### config.mk
export PLATFORM = sky130hd
export DESIGN_NAME = gpu_mul
export DESIGN_NICKNAME = d
export VERILOG_FILES = /design/src/hw/rtl/gpu_pkg.sv /design/src/hw/rtl/gpu_mul.sv
export SDC_FILE = /design/constraint.sdc
export NUM_CORES = 2
export LEC_CHECK = 0
export BUFFER_PORTS_ARGS = -buffer_cell sky130_fd_sc_hd__buf_2
export CAP_MARGIN = 10
export CORE_MARGIN = 8
export CORE_UTILIZATION = 50
export CTS_CLUSTER_DIAMETER = 120
export DETAILED_ROUTE_END_ITERATION = 12
export GPL_ROUTABILITY_DRIVEN = 0
export PLACE_DENSITY_LB_ADDON = 0.2
export SETUP_SLACK_MARGIN = 0.15
export SLEW_MARGIN = 10
export SYNTH_ARGS = -nofsm -noshare
export SYNTH_HDL_FRONTEND = slang
export SYNTH_SLANG_ARGS = --single-unit
### constraint.sdc
create_clock -name clk -period 16.3 [get_ports clk]
set_input_delay 1.63 -clock clk [delete_from_list [all_inputs] [get_ports clk]]
set_output_delay 1.63 -clock clk [all_outputs]
set_load 0.01 [all_outputs]
### src/hw/rtl/gpu_pkg.sv
// Shared types and constants for the geometric predicate unit.
// No dependencies; every other file of the unit imports this package.
package gpu_pkg;

  // Width of each coordinate field on the input channel
  localparam int FIELD_W = 16;

  // Register stages from input transfer to output register
  localparam int NSTG = 9;

  typedef enum logic [2:0] {
    CMD_XSIGN     = 3'd0,
    CMD_YSIGN     = 3'd1,
    CMD_XORDER    = 3'd2,
    CMD_YORDER    = 3'd3,
    CMD_NORMORDER = 3'd4,
    CMD_CCW       = 3'd5,
    CMD_LEFTTURN  = 3'd6,
    CMD_INCIRCLE  = 3'd7
  } cmd_t;

  localparam logic signed [1:0] SGN_ZERO = 2'sb00;
  localparam logic signed [1:0] SGN_POS  = 2'sb01;
  localparam logic signed [1:0] SGN_NEG  = 2'sb11;

  // Load enables for the three front stages
  typedef struct packed {
    logic s1;
    logic s2;
    logic s3;
  } front_en_t;

  // Load enables for the partial product and summation stages of a multiplier
  typedef struct packed {
    logic pp;
    logic sum;
  } mul_en_t;

endpackage

### src/hw/rtl/gpu_mul.sv
// Two-stage signed multiplier: narrow operand times a wide operand cut into
// chunks of the narrow width; partial products, then shifted sum. Uses gpu_pkg.
module gpu_mul import gpu_pkg::*; #(
  parameter int AW = 17,
  parameter int BW = 35
) (
  input  logic                    clk,
  input  mul_en_t                 en,
  input  logic signed [AW-1:0]    a,
  input  logic signed [BW-1:0]    b,
  output logic signed [AW+BW-1:0] p
);

  localparam int NC  = (BW + AW - 1) / AW;
  localparam int BXW = NC * AW;
  localparam int PPW = 2 * AW + 1;
  localparam int SW  = AW * (NC + 1) + 1;

  logic signed [BXW-1:0]   b_ext;
  logic signed [PPW-1:0]   pp_nxt [NC];
  logic signed [PPW-1:0]   pp_r   [NC];
  logic signed [SW-1:0]    acc;
  logic signed [AW+BW-1:0] p_r;

  // Low chunks are unsigned, the top chunk carries the sign
  always_comb begin
    b_ext = BXW'(b);
    for (int j = 0; j < NC; j++) begin
      if (j == NC - 1) begin
        pp_nxt[j] = PPW'(a) * PPW'($signed(b_ext[j*AW +: AW]));
      end else begin
        pp_nxt[j] = PPW'(a) * PPW'($signed({1'b0, b_ext[j*AW +: AW]}));
      end
    end
  end

  always_ff @(posedge clk) begin
    if (en.pp) begin
      for (int j = 0; j < NC; j++) begin
        pp_r[j] <= pp_nxt[j];
      end
    end
  end

  always_comb begin
    acc = '0;
    for (int j = 0; j < NC; j++) begin
      acc = acc + (SW'(pp_r[j]) <<< (j * AW));
    end
  end

  always_ff @(posedge clk) begin
    if (en.sum) begin
      p_r <= $signed(acc[AW+BW-1:0]);
    end
  end

  assign p = p_r;

endmodule

==> run metrics <==
status=completed; RSZ-0062 raised after global routing=false; Slowest-stage cell, CP=inv_1; Die W=250.2 um; actual slew at the worst max-slew pin=1.128 ns; Crit path buffers/inverters=4; Worst-path clk slew=0.06 ns; setup_tns=0 ns; Hold Path Cell Cnt=0; critical path launch point type=primary input; CP Cell Sequence=buf_2 > inv_1 > nor2_1 > fa_1 > fa_1 > fa_1 > fa_1 > fa_1 > inv_1 > fa_1 > inv_1 > ha_1 > a21oi_1 > o211ai_1 > a41oi_1 > nand3b_1 > o21ai_0 > a21oi_1 > xnor2_1; R2R setup slack=12.47 ns; top-area cell type share of the netlist area=34.02%; CTS tree=done; Initial DRT Pass Iterations=5; Avg Synthesized Cell Area=9.486 um^2; vias=19,800; most common cell in the synthesized netlist=inv_1; Clock Latency Late Sink=0.44 ns; Yosys cell types=77; top cells by area, synth=fa_1 (34%), edfxtp_1 (15%), ha_1 (14%); Critical R2R Launch=pp_r[0][34]$_DFFE_PP_; Max stage delay on crit path=0.67 ns; EDFF count, synth=140; count of final hold-check violations=0; Max-Cap Viols=0; share of layout cells above drive strength 1=5.858%; Worst Skew=0.008428 ns; filler cell count=4,968; Max-slew headroom=24.72%; Worst Hold Path EP=p[0]$_DFFE_PP_; critical path required time=16.48 ns; DR vias/cell=5.491; worst path arrival time=7.81 ns; DRC errors left=0; vias in the first global route=21,300; Main synth FF type=edfxtp_1; Synth area leader=fa_1; FF+latch count, synth=140; hold crit path type=reg2reg; asr flop ratio synth=0%; Final Util=52.98%; total CTS buffers=17; sequential fraction of the synthesis area=15.33%; Post-CTS Setup Bufs=0; clk sink count=140; Max Root-Sink Buffers=2; Post-synth top cells=inv_1 (559), fa_1 (466), nand2_1 (322), ha_1 (307), and2_1 (294); Slew Limit Fails=0; DR WL/cell=18.66 um; WL final=67.30 mm; crit-path leading delay family=adder cells; achievable frequency=131.0 MHz; GRT Util Overall=22.09%; cell count after synthesis=2,891; HPWL after detailed placement=51.67 mm; # diodes=0; Initial Util=50.17%; initial antenna violation count=1; Post-CTS Hold Buffers=0; first-pass GRT wire length=112.1 mm; nets=3,718; FF-to-FF End=p[46]$_DFFE_PP_; H-tree levels=4; crit path kind=in2reg; Min Hold Slack=0.4191 ns; Die Height=250.2 um; Row Count=86; Antenna Nets Post-Route=0; DR iter-0 viols=1,447; Port Buffer Count=106; HP Start=pp_r[0][0]$_DFFE_PP_; syn nets=3,719; Period minus WS final=7.633 ns; Setup crit end kind=flop; Ys Warns=0; CP most frequent cell=fa_1; synth-to-layout area growth=5.603%; die area=62,600 um^2; cell area after synthesis=27,420 um^2; root buf cell=clkbuf_16; CP Max Fanout=21; Final period util=46.83%; gr ovfl total=0; final setup fails=0; core area=54,660 um^2; post_cts resized=0; I/O pin count=107; Reg2Reg Depth=10; pin count of the biggest net entering global routing=70
-- state kept, by name, summed over array words and instances, names as in the netlist --
signal and count:
pp_r 88, p 52
-- kinds of logic (layout without fill, tap and decap cells) --
| group | Yosys count | count (layout) | synth area share [%] |
|---|---|---|---|
| xor+xnor | 89 | 89 | 2.842 |
| simple gates | 856 | 856 | 15.80 |
| flops | 140 | 140 | 15.33 |
| fa+ha+maj | 773 | 773 | 48.02 |
| mux | 4 | 4 | 0.1551 |
| buf+inv | 692 | 703 | 9.517 |
| compound gates | 337 | 337 | 8.336 |
-- cell usage in the layout, fill, tap and decap left out, types with 5 or more instances in the layout --
cell type / count
inv_1: 559
fa_1: 466
nand2_1: 322
ha_1: 307
and2_1: 294
edfxtp_1: 140
a21oi_1: 106
buf_2: 105
nor2_1: 82
xnor2_1: 64
o21ai_0: 44
a21o_1: 43
nand2b_1: 28
nand3_1: 25
xor2_1: 25
and3_1: 24
nor3_1: 23
o21a_1: 19
clkbuf_16: 17
o21bai_1: 14
nand4_1: 14
a31oi_1: 14
a211oi_1: 13
nor2b_1: 11
o21ai_1: 10
or3_1: 9
o211ai_1: 8
buf_4: 8
o31ai_1: 6
nor3b_1: 5
a211o_1: 5
clkinv_2: 5
-- cell type report --
type,instances,area [um^2],area share [%]
well taps,704,880.8,3.042
clock buffers,19,432.9,1.495
inverters,559,2098,7.245
multi-input cells,2059,20610,71.17
repair buffers,113,585.6,2.022
flip-flops and latches,140,4204,14.52
clock inverters,12,148.9,0.5141
-- worst reg2reg max path: stages (launching register included) --
cell       delay [ns]
edfxtp_1         0.32
buf_4            0.36
fa_1             0.49
ha_1             0.45
and3_1           0.29
nand4_1          0.19
a2111oi_0        0.60
nor3_1           0.23
o21ai_1          0.35
a31oi_1          0.16
xnor2_1          0.14
-- per-layer routing --
layer / vias up / global-route usage [%] / routed length, um
li1: 9107 / - / -
met1: 9944 / 29.66 / 30080
met2: 665 / 37.03 / 31490
met3: 84 / 3.742 / 4449
met4: 0 / 5.537 / 1268
met5: - / 0 / 0
-- worst max-delay path by stage --
stage           from               endpoint  slack [ns]  cells after the start
3_3_place_gp   a[16]  pp_r[0][69]$_DFFE_PP_        8.38                     19
2_1_floorplan   a[2]  pp_r[0][69]$_DFFE_PP_        8.93                     21
6_report       a[16]  pp_r[0][32]$_DFFE_PP_        8.67                     19
4_1_cts        a[16]  pp_r[0][34]$_DFFE_PP_        8.68                     19
5_1_grt        a[16]  pp_r[0][69]$_DFFE_PP_        8.35                     19
3_5_place_dp   a[16]  pp_r[0][34]$_DFFE_PP_        8.22                     19
-- metrics by stage --
stage,instance area [um^2],cells,setup WS [ns]
after floorplan,27420,2891,8.932
after global placement,28380,3575,8.385
after detailed placement,28380,3575,8.224
after CTS,28960,3606,8.684
after global routing,28960,3606,8.350
final,28960,3606,8.667
Power is not shown: default switching activity piles up to over one toggle a cycle in this logic, so the estimate is an artifact.
